$ cat src/rtl/klt_pkg.sv
// ----------------------------------------------------------------------------
// klt_pkg
// Shared types and constants for the keyed list table: command codes,
// decoded operations, result status codes, queue entry and back-end states.
// ----------------------------------------------------------------------------
package klt_pkg;

    localparam int DEPTH_DEF   = 16;
    localparam int KEY_W       = 32;
    localparam int VAL_W       = 32;
    localparam int CMD_W       = 2;
    localparam int POS_W       = 4;
    localparam int CNT_W       = 5;
    localparam int STATUS_W    = 2;
    localparam int QUEUE_DEPTH = 2;

    localparam logic [CMD_W-1:0] CMD_INSERT = 2'd0;
    localparam logic [CMD_W-1:0] CMD_REMOVE = 2'd1;
    localparam logic [CMD_W-1:0] CMD_SEARCH = 2'd2;

    localparam logic [STATUS_W-1:0] ST_OK        = 2'd0;
    localparam logic [STATUS_W-1:0] ST_NOT_FOUND = 2'd1;
    localparam logic [STATUS_W-1:0] ST_FULL      = 2'd2;

    typedef enum logic [1:0] {
        OP_INSERT,
        OP_REMOVE,
        OP_SEARCH,
        OP_NOP
    } op_t;

    typedef struct packed {
        op_t              op;
        logic [KEY_W-1:0] key;
        logic [VAL_W-1:0] value_tag;
    } q_entry_t;

    typedef enum logic [1:0] {
        BK_IDLE,
        BK_MATCH,
        BK_EXEC
    } bk_state_t;

endpackage

$ cat src/rtl/klt_front.sv
// ----------------------------------------------------------------------------
// klt_front
// Command intake: decodes the command code into an operation and pushes the
// decoded command into the queue when a command is valid and the queue has room.
// ----------------------------------------------------------------------------
module klt_front (
    input  logic                                cmd_valid,
    output logic                                cmd_ready,
    input  logic [klt_pkg::CMD_W-1:0]           cmd,
    input  logic signed [klt_pkg::KEY_W-1:0]    key,
    input  logic [klt_pkg::VAL_W-1:0]           value_tag,
    input  logic                                q_full,
    output logic                                q_push,
    output klt_pkg::q_entry_t                   q_entry
);
    import klt_pkg::*;

    op_t op_dec;

    always_comb
    begin
        unique case (cmd)
            CMD_INSERT: op_dec = OP_INSERT;
            CMD_REMOVE: op_dec = OP_REMOVE;
            CMD_SEARCH: op_dec = OP_SEARCH;
            default:    op_dec = OP_NOP;
        endcase
    end

    assign cmd_ready         = !q_full;
    assign q_push            = cmd_valid && !q_full;
    assign q_entry.op        = op_dec;
    assign q_entry.key       = key;
    assign q_entry.value_tag = value_tag;

endmodule

$ cat src/rtl/klt_queue.sv
// ----------------------------------------------------------------------------
// klt_queue
// Short command queue between intake and execution so that each side can
// stall on its own.
// ----------------------------------------------------------------------------
module klt_queue (
    input  logic              clk,
    input  logic              rst_n,
    input  logic              push,
    input  klt_pkg::q_entry_t push_entry,
    output logic              full,
    input  logic              pop,
    output klt_pkg::q_entry_t head_entry,
    output logic              empty
);
    import klt_pkg::*;

    localparam int PTR_W = (QUEUE_DEPTH > 1) ? $clog2(QUEUE_DEPTH) : 1;
    localparam int OCC_W = $clog2(QUEUE_DEPTH + 1);

    q_entry_t         slot_reg [QUEUE_DEPTH];
    logic [PTR_W-1:0] wr_ptr_reg, wr_ptr_next;
    logic [PTR_W-1:0] rd_ptr_reg, rd_ptr_next;
    logic [OCC_W-1:0] occ_reg, occ_next;
    logic             do_push;
    logic             do_pop;

    assign full       = (occ_reg == OCC_W'(QUEUE_DEPTH));
    assign empty      = (occ_reg == '0);
    assign do_push    = push && !full;
    assign do_pop     = pop && !empty;
    assign head_entry = slot_reg[rd_ptr_reg];

    always_comb
    begin
        wr_ptr_next = wr_ptr_reg;
        rd_ptr_next = rd_ptr_reg;
        occ_next    = occ_reg;
        if (do_push)
        begin
            wr_ptr_next = (wr_ptr_reg == PTR_W'(QUEUE_DEPTH - 1)) ? '0 : wr_ptr_reg + 1'b1;
        end
        if (do_pop)
        begin
            rd_ptr_next = (rd_ptr_reg == PTR_W'(QUEUE_DEPTH - 1)) ? '0 : rd_ptr_reg + 1'b1;
        end
        if (do_push && !do_pop)
        begin
            occ_next = occ_reg + 1'b1;
        end
        else if (do_pop && !do_push)
        begin
            occ_next = occ_reg - 1'b1;
        end
    end

    always_ff @(posedge clk or negedge rst_n)
    begin
        if (!rst_n)
        begin
            wr_ptr_reg <= '0;
            rd_ptr_reg <= '0;
            occ_reg    <= '0;
        end
        else
        begin
            wr_ptr_reg <= wr_ptr_next;
            rd_ptr_reg <= rd_ptr_next;
            occ_reg    <= occ_next;
        end
    end

    always_ff @(posedge clk)
    begin
        if (do_push)
        begin
            slot_reg[wr_ptr_reg] <= push_entry;
        end
    end

endmodule

$ cat src/rtl/klt_back.sv
// ----------------------------------------------------------------------------
// klt_back
// Table execution: a row of key/value cells with per-cell compare, first
// match priority, one-step compaction on remove, and the result register.
// ----------------------------------------------------------------------------
module klt_back #(
    parameter int DEPTH = klt_pkg::DEPTH_DEF
) (
    input  logic                          clk,
    input  logic                          rst_n,
    input  logic                          q_empty,
    input  klt_pkg::q_entry_t             q_head,
    output logic                          q_pop,
    output logic                          rsp_valid,
    input  logic                          rsp_ready,
    output logic                          found,
    output logic [klt_pkg::POS_W-1:0]     position,
    output logic [klt_pkg::VAL_W-1:0]     match_value,
    output logic [klt_pkg::CNT_W-1:0]     entry_count,
    output logic [klt_pkg::STATUS_W-1:0]  status
);
    import klt_pkg::*;

    localparam int IDX_W  = $clog2(DEPTH);
    localparam int CNTI_W = $clog2(DEPTH + 1);

    bk_state_t state_reg, state_next;

    logic [KEY_W-1:0]  tbl_key_reg [DEPTH];
    logic [VAL_W-1:0]  tbl_val_reg [DEPTH];
    logic [CNTI_W-1:0] count_reg, count_next;

    op_t               cur_op_reg;
    logic [KEY_W-1:0]  cur_key_reg;
    logic [VAL_W-1:0]  cur_val_reg;
    logic [DEPTH-1:0]  hit_reg, hit_next;

    logic                rsp_valid_reg, rsp_valid_next;
    logic                found_reg, found_next;
    logic [POS_W-1:0]    pos_reg, pos_next;
    logic [VAL_W-1:0]    mval_reg, mval_next;
    logic [CNT_W-1:0]    cnt_out_reg;
    logic [STATUS_W-1:0] status_reg, status_next;

    logic              fire;
    logic [DEPTH-1:0]  hit_first;
    logic [DEPTH-1:0]  at_or_above;
    logic              any_hit;
    logic              tbl_full;
    logic [IDX_W-1:0]  hit_idx;
    logic [VAL_W-1:0]  hit_val;
    logic              do_insert;
    logic              do_remove;

    // ---------------- control ----------------
    always_ff @(posedge clk or negedge rst_n)
    begin
        if (!rst_n)
        begin
            state_reg <= BK_IDLE;
        end
        else
        begin
            state_reg <= state_next;
        end
    end

    always_comb
    begin
        state_next = state_reg;
        q_pop      = 1'b0;
        fire       = 1'b0;
        unique case (state_reg)
            BK_IDLE:
            begin
                if (!q_empty)
                begin
                    q_pop      = 1'b1;
                    state_next = BK_MATCH;
                end
            end
            BK_MATCH:
            begin
                state_next = BK_EXEC;
            end
            BK_EXEC:
            begin
                if (!rsp_valid_reg || rsp_ready)
                begin
                    fire = 1'b1;
                    if (!q_empty)
                    begin
                        q_pop      = 1'b1;
                        state_next = BK_MATCH;
                    end
                    else
                    begin
                        state_next = BK_IDLE;
                    end
                end
            end
            default:
            begin
                state_next = BK_IDLE;
            end
        endcase
    end

    // Hold the command being executed.
    always_ff @(posedge clk)
    begin
        if (q_pop)
        begin
            cur_op_reg  <= q_head.op;
            cur_key_reg <= q_head.key;
            cur_val_reg <= q_head.value_tag;
        end
    end

    // ---------------- per-cell compare ----------------
    always_comb
    begin
        for (int i = 0; i < DEPTH; i++)
        begin
            hit_next[i] = (tbl_key_reg[i] == cur_key_reg) && (CNTI_W'(i) < count_reg);
        end
    end

    always_ff @(posedge clk)
    begin
        if (state_reg == BK_MATCH)
        begin
            hit_reg <= hit_next;
        end
    end

    // ---------------- first match and result ----------------
    assign hit_first   = hit_reg & (~hit_reg + 1'b1);
    assign at_or_above = ~(hit_first - 1'b1);
    assign any_hit     = |hit_reg;
    assign tbl_full    = (count_reg == CNTI_W'(DEPTH));

    always_comb
    begin
        hit_idx = '0;
        hit_val = '0;
        for (int i = 0; i < DEPTH; i++)
        begin
            if (hit_first[i])
            begin
                hit_idx = hit_idx | IDX_W'(i);
                hit_val = hit_val | tbl_val_reg[i];
            end
        end
    end

    always_comb
    begin
        found_next  = 1'b0;
        pos_next    = '0;
        mval_next   = '0;
        status_next = ST_OK;
        count_next  = count_reg;
        unique case (cur_op_reg)
            OP_INSERT:
            begin
                if (tbl_full)
                begin
                    status_next = ST_FULL;
                end
                else
                begin
                    pos_next   = POS_W'(count_reg);
                    count_next = count_reg + 1'b1;
                end
            end
            OP_REMOVE:
            begin
                if (!any_hit)
                begin
                    status_next = ST_NOT_FOUND;
                end
                else
                begin
                    found_next = 1'b1;
                    pos_next   = POS_W'(hit_idx);
                    count_next = count_reg - 1'b1;
                end
            end
            OP_SEARCH:
            begin
                if (!any_hit)
                begin
                    status_next = ST_NOT_FOUND;
                end
                else
                begin
                    found_next = 1'b1;
                    pos_next   = POS_W'(hit_idx);
                    mval_next  = hit_val;
                end
            end
            default:
            begin
                status_next = ST_OK;
            end
        endcase
    end

    assign do_insert = fire && (cur_op_reg == OP_INSERT) && !tbl_full;
    assign do_remove = fire && (cur_op_reg == OP_REMOVE) && any_hit;

    // ---------------- table cells ----------------
    for (genvar g = 0; g < DEPTH; g++)
    begin : g_cell
        if (g < DEPTH - 1)
        begin : g_shift
            always_ff @(posedge clk)
            begin
                if (do_insert && (count_reg == CNTI_W'(g)))
                begin
                    tbl_key_reg[g] <= cur_key_reg;
                    tbl_val_reg[g] <= cur_val_reg;
                end
                else if (do_remove && at_or_above[g])
                begin
                    // pull the next entry down to close the gap
                    tbl_key_reg[g] <= tbl_key_reg[g+1];
                    tbl_val_reg[g] <= tbl_val_reg[g+1];
                end
            end
        end
        else
        begin : g_last
            always_ff @(posedge clk)
            begin
                if (do_insert && (count_reg == CNTI_W'(g)))
                begin
                    tbl_key_reg[g] <= cur_key_reg;
                    tbl_val_reg[g] <= cur_val_reg;
                end
            end
        end
    end

    always_ff @(posedge clk or negedge rst_n)
    begin
        if (!rst_n)
        begin
            count_reg <= '0;
        end
        else if (fire)
        begin
            count_reg <= count_next;
        end
    end

    // ---------------- result register ----------------
    always_comb
    begin
        priority if (fire)
        begin
            rsp_valid_next = 1'b1;
        end
        else if (rsp_ready)
        begin
            rsp_valid_next = 1'b0;
        end
        else
        begin
            rsp_valid_next = rsp_valid_reg;
        end
    end

    always_ff @(posedge clk or negedge rst_n)
    begin
        if (!rst_n)
        begin
            rsp_valid_reg <= 1'b0;
        end
        else
        begin
            rsp_valid_reg <= rsp_valid_next;
        end
    end

    always_ff @(posedge clk)
    begin
        if (fire)
        begin
            found_reg   <= found_next;
            pos_reg     <= pos_next;
            mval_reg    <= mval_next;
            cnt_out_reg <= CNT_W'(count_next);
            status_reg  <= status_next;
        end
    end

    assign rsp_valid   = rsp_valid_reg;
    assign found       = found_reg;
    assign position    = pos_reg;
    assign match_value = mval_reg;
    assign entry_count = cnt_out_reg;
    assign status      = status_reg;

endmodule

$ cat src/rtl/keyed_list_table_with_compaction_core.sv
// ----------------------------------------------------------------------------
// keyed_list_table_with_compaction_core
// Flow: a command passes the queue, then the compare and execute steps of the
// table back end, which then registers the result; the execute step stalls while an
// earlier result waits for rsp_ready. One command at a time is in the table.
// Reset: table empty (count zero), queue emptied, result valid cleared, no sweep.
// ----------------------------------------------------------------------------
module keyed_list_table_with_compaction_core #(
    parameter int DEPTH = klt_pkg::DEPTH_DEF
) (
    input  logic                             clk,
    input  logic                             rst_n,
    input  logic                             cmd_valid,
    output logic                             cmd_ready,
    input  logic [klt_pkg::CMD_W-1:0]        cmd,
    input  logic signed [klt_pkg::KEY_W-1:0] key,
    input  logic [klt_pkg::VAL_W-1:0]        value_tag,
    output logic                             rsp_valid,
    input  logic                             rsp_ready,
    output logic                             found,
    output logic [klt_pkg::POS_W-1:0]        position,
    output logic [klt_pkg::VAL_W-1:0]        match_value,
    output logic [klt_pkg::CNT_W-1:0]        entry_count,
    output logic [klt_pkg::STATUS_W-1:0]     status
);
    import klt_pkg::*;

    logic     q_push;
    logic     q_full;
    logic     q_pop;
    logic     q_empty;
    q_entry_t q_in;
    q_entry_t q_head;

    klt_front u_front (
        .cmd_valid (cmd_valid),
        .cmd_ready (cmd_ready),
        .cmd       (cmd),
        .key       (key),
        .value_tag (value_tag),
        .q_full    (q_full),
        .q_push    (q_push),
        .q_entry   (q_in)
    );

    klt_queue u_queue (
        .clk        (clk),
        .rst_n      (rst_n),
        .push       (q_push),
        .push_entry (q_in),
        .full       (q_full),
        .pop        (q_pop),
        .head_entry (q_head),
        .empty      (q_empty)
    );

    klt_back #(
        .DEPTH (DEPTH)
    ) u_back (
        .clk         (clk),
        .rst_n       (rst_n),
        .q_empty     (q_empty),
        .q_head      (q_head),
        .q_pop       (q_pop),
        .rsp_valid   (rsp_valid),
        .rsp_ready   (rsp_ready),
        .found       (found),
        .position    (position),
        .match_value (match_value),
        .entry_count (entry_count),
        .status      (status)
    );

`ifndef ASSERT_OFF
    a_queue_state: assert property (@(posedge clk) disable iff (!rst_n)
        !(q_full && q_empty))
        else $error("queue reports full and empty together");

    a_no_push_full: assert property (@(posedge clk) disable iff (!rst_n)
        q_push |-> !q_full)
        else $error("push into a full queue");

    a_found_ok: assert property (@(posedge clk) disable iff (!rst_n)
        (rsp_valid && found) |-> (status == ST_OK))
        else $error("match reported with a failure status");

    a_fail_clean: assert property (@(posedge clk) disable iff (!rst_n)
        (rsp_valid && (status == ST_NOT_FOUND || status == ST_FULL)) |->
        (!found && position == '0 && match_value == '0))
        else $error("failed command carries match data");
`endif

endmodule
$ cat config.mk
export PLATFORM = sky130hd
export DESIGN_NAME = keyed_list_table_with_compaction_core
export DESIGN_NICKNAME = d
export VERILOG_FILES = /design/src/rtl/klt_pkg.sv /design/src/rtl/klt_front.sv /design/src/rtl/klt_queue.sv /design/src/rtl/klt_back.sv /design/src/rtl/keyed_list_table_with_compaction_core.sv
export SDC_FILE = /design/constraint.sdc
export NUM_CORES = 2
export LEC_CHECK = 0
export BUFFER_PORTS_ARGS = -buffer_cell sky130_fd_sc_hd__buf_4
export CAP_MARGIN = 10
export CORE_ASPECT_RATIO = 0.9
export CORE_MARGIN = 2
export CORE_UTILIZATION = 30
export CTS_CLUSTER_SIZE = 20
export DETAILED_ROUTE_END_ITERATION = 8
export HOLD_SLACK_MARGIN = 0.12
export REMOVE_ABC_BUFFERS = 1
export SYNTH_ARGS = -nofsm -noshare
export SYNTH_HDL_FRONTEND = slang
export SYNTH_SLANG_ARGS = --single-unit
$ cat constraint.sdc
create_clock -name clk -period 9.5 [get_ports clk]
set_clock_uncertainty 0.05 [all_clocks]
set_input_delay 0.475 -clock clk [delete_from_list [all_inputs] [get_ports clk]]
set_output_delay 0.475 -clock clk [all_outputs]
set_load 0.05 [all_outputs]
Yosys cells after proc, flatten, opt, wreduce, memory -nomap -nowiden
Memories as Yosys holds them, arrays and structs flattened. A register that Yosys moved wholly into a read port is not among the register bits.
Cells that the tools add are included.
W data, S select, Z words.
{ "word_totals": {"mem_bits_rw": 1156, "wordCells": 376, "memories": 3, "register_bits": 72, "inputBits": 70} }
{ "mem_list": {"columns": ["name", "words", "width", "read_ports", "rd_clocked_by_memory_dff", "write_ports", "line", "text"], "rows": [
  ["u_back.tbl_key_reg", 16, 32, 16, 0, 15, "klt_back.sv:29", "logic [KEY_W-1:0] tbl_key_reg [DEPTH];"],
  ["u_back.tbl_val_reg", 16, 32, 16, 0, 15, "klt_back.sv:30", "logic [VAL_W-1:0] tbl_val_reg [DEPTH];"],
  ["u_queue.slot_reg", 2, 66, 1, 1, 1, "klt_queue.sv:21", "q_entry_t slot_reg [QUEUE_DEPTH];"]
]} }
{ "classes": {"n_mux": 172, "magnitude_cmp": 16, "n_eq_ne": 41, "n_reduce_logical": 76, "bitwise_logic": 48, "addsub": 8} }
{ "op_table": {"columns": ["cell", "count"], "rows": [
  ["$mux W32", 48],
  ["$eq A32 B32 Y1", 16],
  ["$or A32 B32 Y32", 15],
  ["$mux W1", 93],
  ["$reduce_or A32 Y1", 2],
  ["$logic_and A1 B1 Y1", 56],
  ["$mux W4", 12],
  ["$eq A5 B4 Y1 const B", 8],
  ["$lt A4 B5 Y1 const A", 8],
  ["$or A1 B1 Y1", 30],
  ["$eq A5 B3 Y1 const B", 4],
  ["$lt A3 B5 Y1 const A", 4],
  ["$add A16 B1 Y16 const B", 1],
  ["$and A16 B16 Y16", 1],
  ["$not A16 Y16", 1],
  ["$reduce_or A16 Y1", 1],
  ["$not A15 Y15", 1],
  ["$sub A15 B1 Y15 const B", 1],
  ["$mux W2", 7],
  ["$mux W3", 4],
  ["$pmux W2 S3", 2],
  ["$eq A5 B2 Y1 const B", 2],
  ["$lt A1 B5 Y1 const A", 2],
  ["$lt A2 B5 Y1 const A", 2],
  ["other kinds (23)", 40]
]} }

Depth between registers and ports, before layout
{ "logic_depth": {"word_depth": 34, "ltp_mapped": 10, "mapped_depth_nobuf": 9} }

By module
Synthesis repeated with hierarchy kept, for this count alone.
{ "hier_totals": {"hier_cells": 4156, "hier_area_um2": 63359.5} }
{ "by_module_without_submodules": {"columns": ["module", "area_per_inst_um2", "cells_per_inst", "instances"], "rows": [
  ["klt_back", 57789.2, 3864, 1],
  ["klt_queue", 5072.4, 224, 1],
  ["klt_front", 498.0, 68, 1]
]} }

Worst setup path after synthesis
No wires, ideal clock.
{ "synth_timing": {"path_kind": "flip-flop to flip-flop", "start": "register u_back.rsp_valid_reg, in the netlist u_back.rsp_valid", "end": "memory u_back.tbl_key_reg[15][0], enable pin", "synth_period_minus_slack_ns": 7.730, "required_ns": 8.806, "stages_incl_launch_ff": 4, "slack_ns": 1.770, "arrival_time_ns": 7.036, "path_cell_list": "dfrtp_1 nand2b_1 nand3_1 nor4_1"} }
{ "synth_lines": {"columns": ["item", "line", "text"], "rows": [
  ["start, declared", "klt_back.sv:38", "logic rsp_valid_reg, rsp_valid_next;"],
  ["start signal, assigned", "klt_back.sv:283", "rsp_valid_reg <= rsp_valid_next;"],
  ["end, declared", "klt_back.sv:29", null]
]} }

==> qor.txt <==
H-tree depth - 4
Synth Area per Inst - 15.57 um2
Max Root-Sink Buffers - 3
Die area - 216100 um2
Period Utilization, post-route - 49.47%
Design Area, Final - 72750 um2
Initial core utilization - 30.16%
LEAKAGE - 23.68 nW
Number of buffers added on ports - 115
Crit path capture type - flop
Reg2reg setup slack - 4.80 ns
Worst setup path endpoint - u_back.tbl_key_reg[4][20]
Reg-to-reg critical path startpoint - u_back.hit_reg[7]
Placement Cell Area - 67460 um2
Worst-path fanout max - 50
Sw Share - 34.16%
Hold Fails Final Rpt - 0
Row count - 160
Final HPWL DP - 112900 um
Register bit count reported by yosys - 1294
Gate power share - 36.0%
RSZ-0062 raised after global routing - no
Dominant cell type by area after synthesis - edfxtp_1
Most used DFF post-synth - edfxtp_1
Drt pass-1 iters - 5
Status - finished, final reports clean
Placeable Area - 211200 um2
Vias in the first global route - 36591
Clock power frac - 23.9%
Post-synthesis cell count - 4092
I/O pin count - 116
Total power divided by cell area - 315.1 nW/um2
Largest net degree at the start of global routing - 71
Ys async rst share - 0.9274%
DR WL/cell - 25.02 um
Clk slew on worst S/H paths - 0.06 ns
Final min period - 4.700 ns
Chip Width - 489.8 um
CTS tree - done
EDFF count, synth - 1282
Launch point of the worst path - u_back.hit_reg[7]
Postcts setup bufs - 0
Worst-Margin Slew - 1.226 ns
Final Setup Violations - 0
Internal power - 15.09 mW
Proportion of layout cells with a drive suffix above 1 - 32.81%
Filler cells - 20140
RePlAce Congestion - 0.8532
Layout Area Growth over Synthesis - 14.19%
Via count - 36097
Syn. warnings - 0
Congestion Overflow GR - 0
Initial antenna violation count - 9
Final #Nets - 4256
First-pass GRT wire length - 258600 um
Synth cell types - 74
Clk sinks - 1294
Hold_ws - 0.3708 ns
CP required - 9.97 ns
Post-route DRC - 0
Worst-skew pair later-pin latency - 0.79 ns
Synth area leaders - edfxtp_1 60%, mux2_2 11%, mux2_4 7.1%
Hold Path Class - in -> reg
Switching power total - 7.830 mW
Total clock buffers created by CTS - 146
Iteration-0 DRC Markers - 3604
Mean number of vias per cell - 5.068
Fin. max-slew vios - 0
Global-route usage over all layers - 16.21%
Sequential share of the synthesized area - 60.90%
Reg-to-Reg End - u_back.tbl_key_reg[4][20]
CTS-repair resized insts - 0
Routed Antenna Nets - 0
Root buf cell - clkbuf_16
Yosys top cell area share - 60.43%
Fmax - 0.2128 GHz
Sequential group share of total power - 40.1%
Peak supply drop - 0.2815 mV
Top post-synthesis cells by count - 1282 x edfxtp_1, 612 x mux2_2, 340 x xor2_1, 302 x mux2_4, 214 x clkbuf_1
Reg2Reg Depth - 7
WP data arrival - 5.17 ns
Die Y - 441.2 um
Most numerous cell in the Yosys netlist - edfxtp_1
Max-cap violations - 0
Post-Syn Area - 63710 um2
Worst setup SP type - flop
WS Path Type - reg -> reg
Slew margin rel. - 18.30%
Routed wire length - 178200 um
-- cells by family after synthesis --
family	share of synthesized area [%]
compound gates	4.892
fa+ha+maj	0.2160
xor+xnor	7.163
flops	60.90
simple gates	3.981
mux	19.95
buf+inv	2.903
-- worst min-delay path by stage --
stage,cells past startpoint,end,startpoint
floorplan,0,u_back.count_reg[0],rst_n
global placement,1,u_queue.wr_ptr_reg,rst_n
detailed placement,1,u_queue.occ_reg[0],rst_n
CTS,2,u_queue.slot_reg[0][48],key[16]
global route,2,u_queue.slot_reg[0][48],key[16]
finish,2,u_queue.slot_reg[0][48],key[16]
-- worst max-delay path, stage by stage, from the launching register on --
cell	delay (ns)
edfxtp_1	0.32
buf_4	0.61
nor4_4	0.14
nand4_2	0.33
nand3_2	0.56
nor3_4	1.09
buf_4	0.70
mux2_2	0.42
-- layer usage --
layer | up-vias | part of all wire [%] | wire length (um) | GRT usage, %
met1 | 18491 | 44 | 77770 | 22.07
li1 | 15932 | - | - | -
met5 | - | 0 | 0 | 0
met4 | 0 | 3.1 | 5464 | 5.406
met3 | 295 | 6.6 | 11830 | 2.962
met2 | 1379 | 47 | 83100 | 26.00
-- what timing repair did --
action,CTS,global route
setup endpoints to repair,0,0
endpoints found under the hold margin,148,0
hold buffers,70,0
-- layout make-up --
| type | count | area [um2] | share of cell area (%) |
|---|---|---|---|
| repair buffers | 299 | 2420 | 3.326 |
| well taps | 2835 | 3547 | 4.876 |
| diodes | 2 | 5.005 | 0.006880 |
| flip-flops and latches | 1294 | 38800 | 53.34 |
| clock buffers | 170 | 3744 | 5.146 |
| clock inverters | 88 | 832.0 | 1.144 |
| inverters | 10 | 38.79 | 0.05332 |
| multi-input cells | 2424 | 23360 | 32.11 |
-- layout by cell type, fill, tap and decap left out, drive strengths merged, types with 10 or more instances in the layout --
cell and instances:
inv 18, o2bb2ai 19, xor2 340, o21ai 20, nand2 77, a31oi 25
edfxtp 1282, a22oi 157, nand4 66, buf 229, nor3 31, a21oi 34
a221oi 26, nor2b 13, dfrtp 12, nand3 29, mux2 1027, clkbuf 170
o221ai 30, dlygate4sd3 70, a211oi 33, ha 11, clkinv 66, xnor2 181
nor4 98, nor2 81, bufinv 10, and3 16, nand2b 11
-- per-stage QoR --
step,total power [mW],TNS (ns),instances,worst slack [ns],utilization [%]
6_report,22.92,0,7122,4.800,34.44
4_1_cts,23.03,0,7120,4.936,34.44
3_3_place_gp,17.37,0,6792,4.975,31.94
3_5_place_dp,17.48,0,6792,4.917,31.94
2_1_floorplan,14.78,-66.34,3728,-0.9704,-
5_1_grt,23.91,0,7120,4.678,34.44
-- power groups by stage --
stage	sequential, mW	clock (mW)	combinational (mW)
global placement	9.28	0	8.09
CTS	9.19	5.59	8.26
global route	9.31	5.79	8.81
finish	9.20	5.48	8.24
detailed placement	9.29	0	8.19
floorplan	9.79	0	5.00
Power figures use the tool's default switching activity.
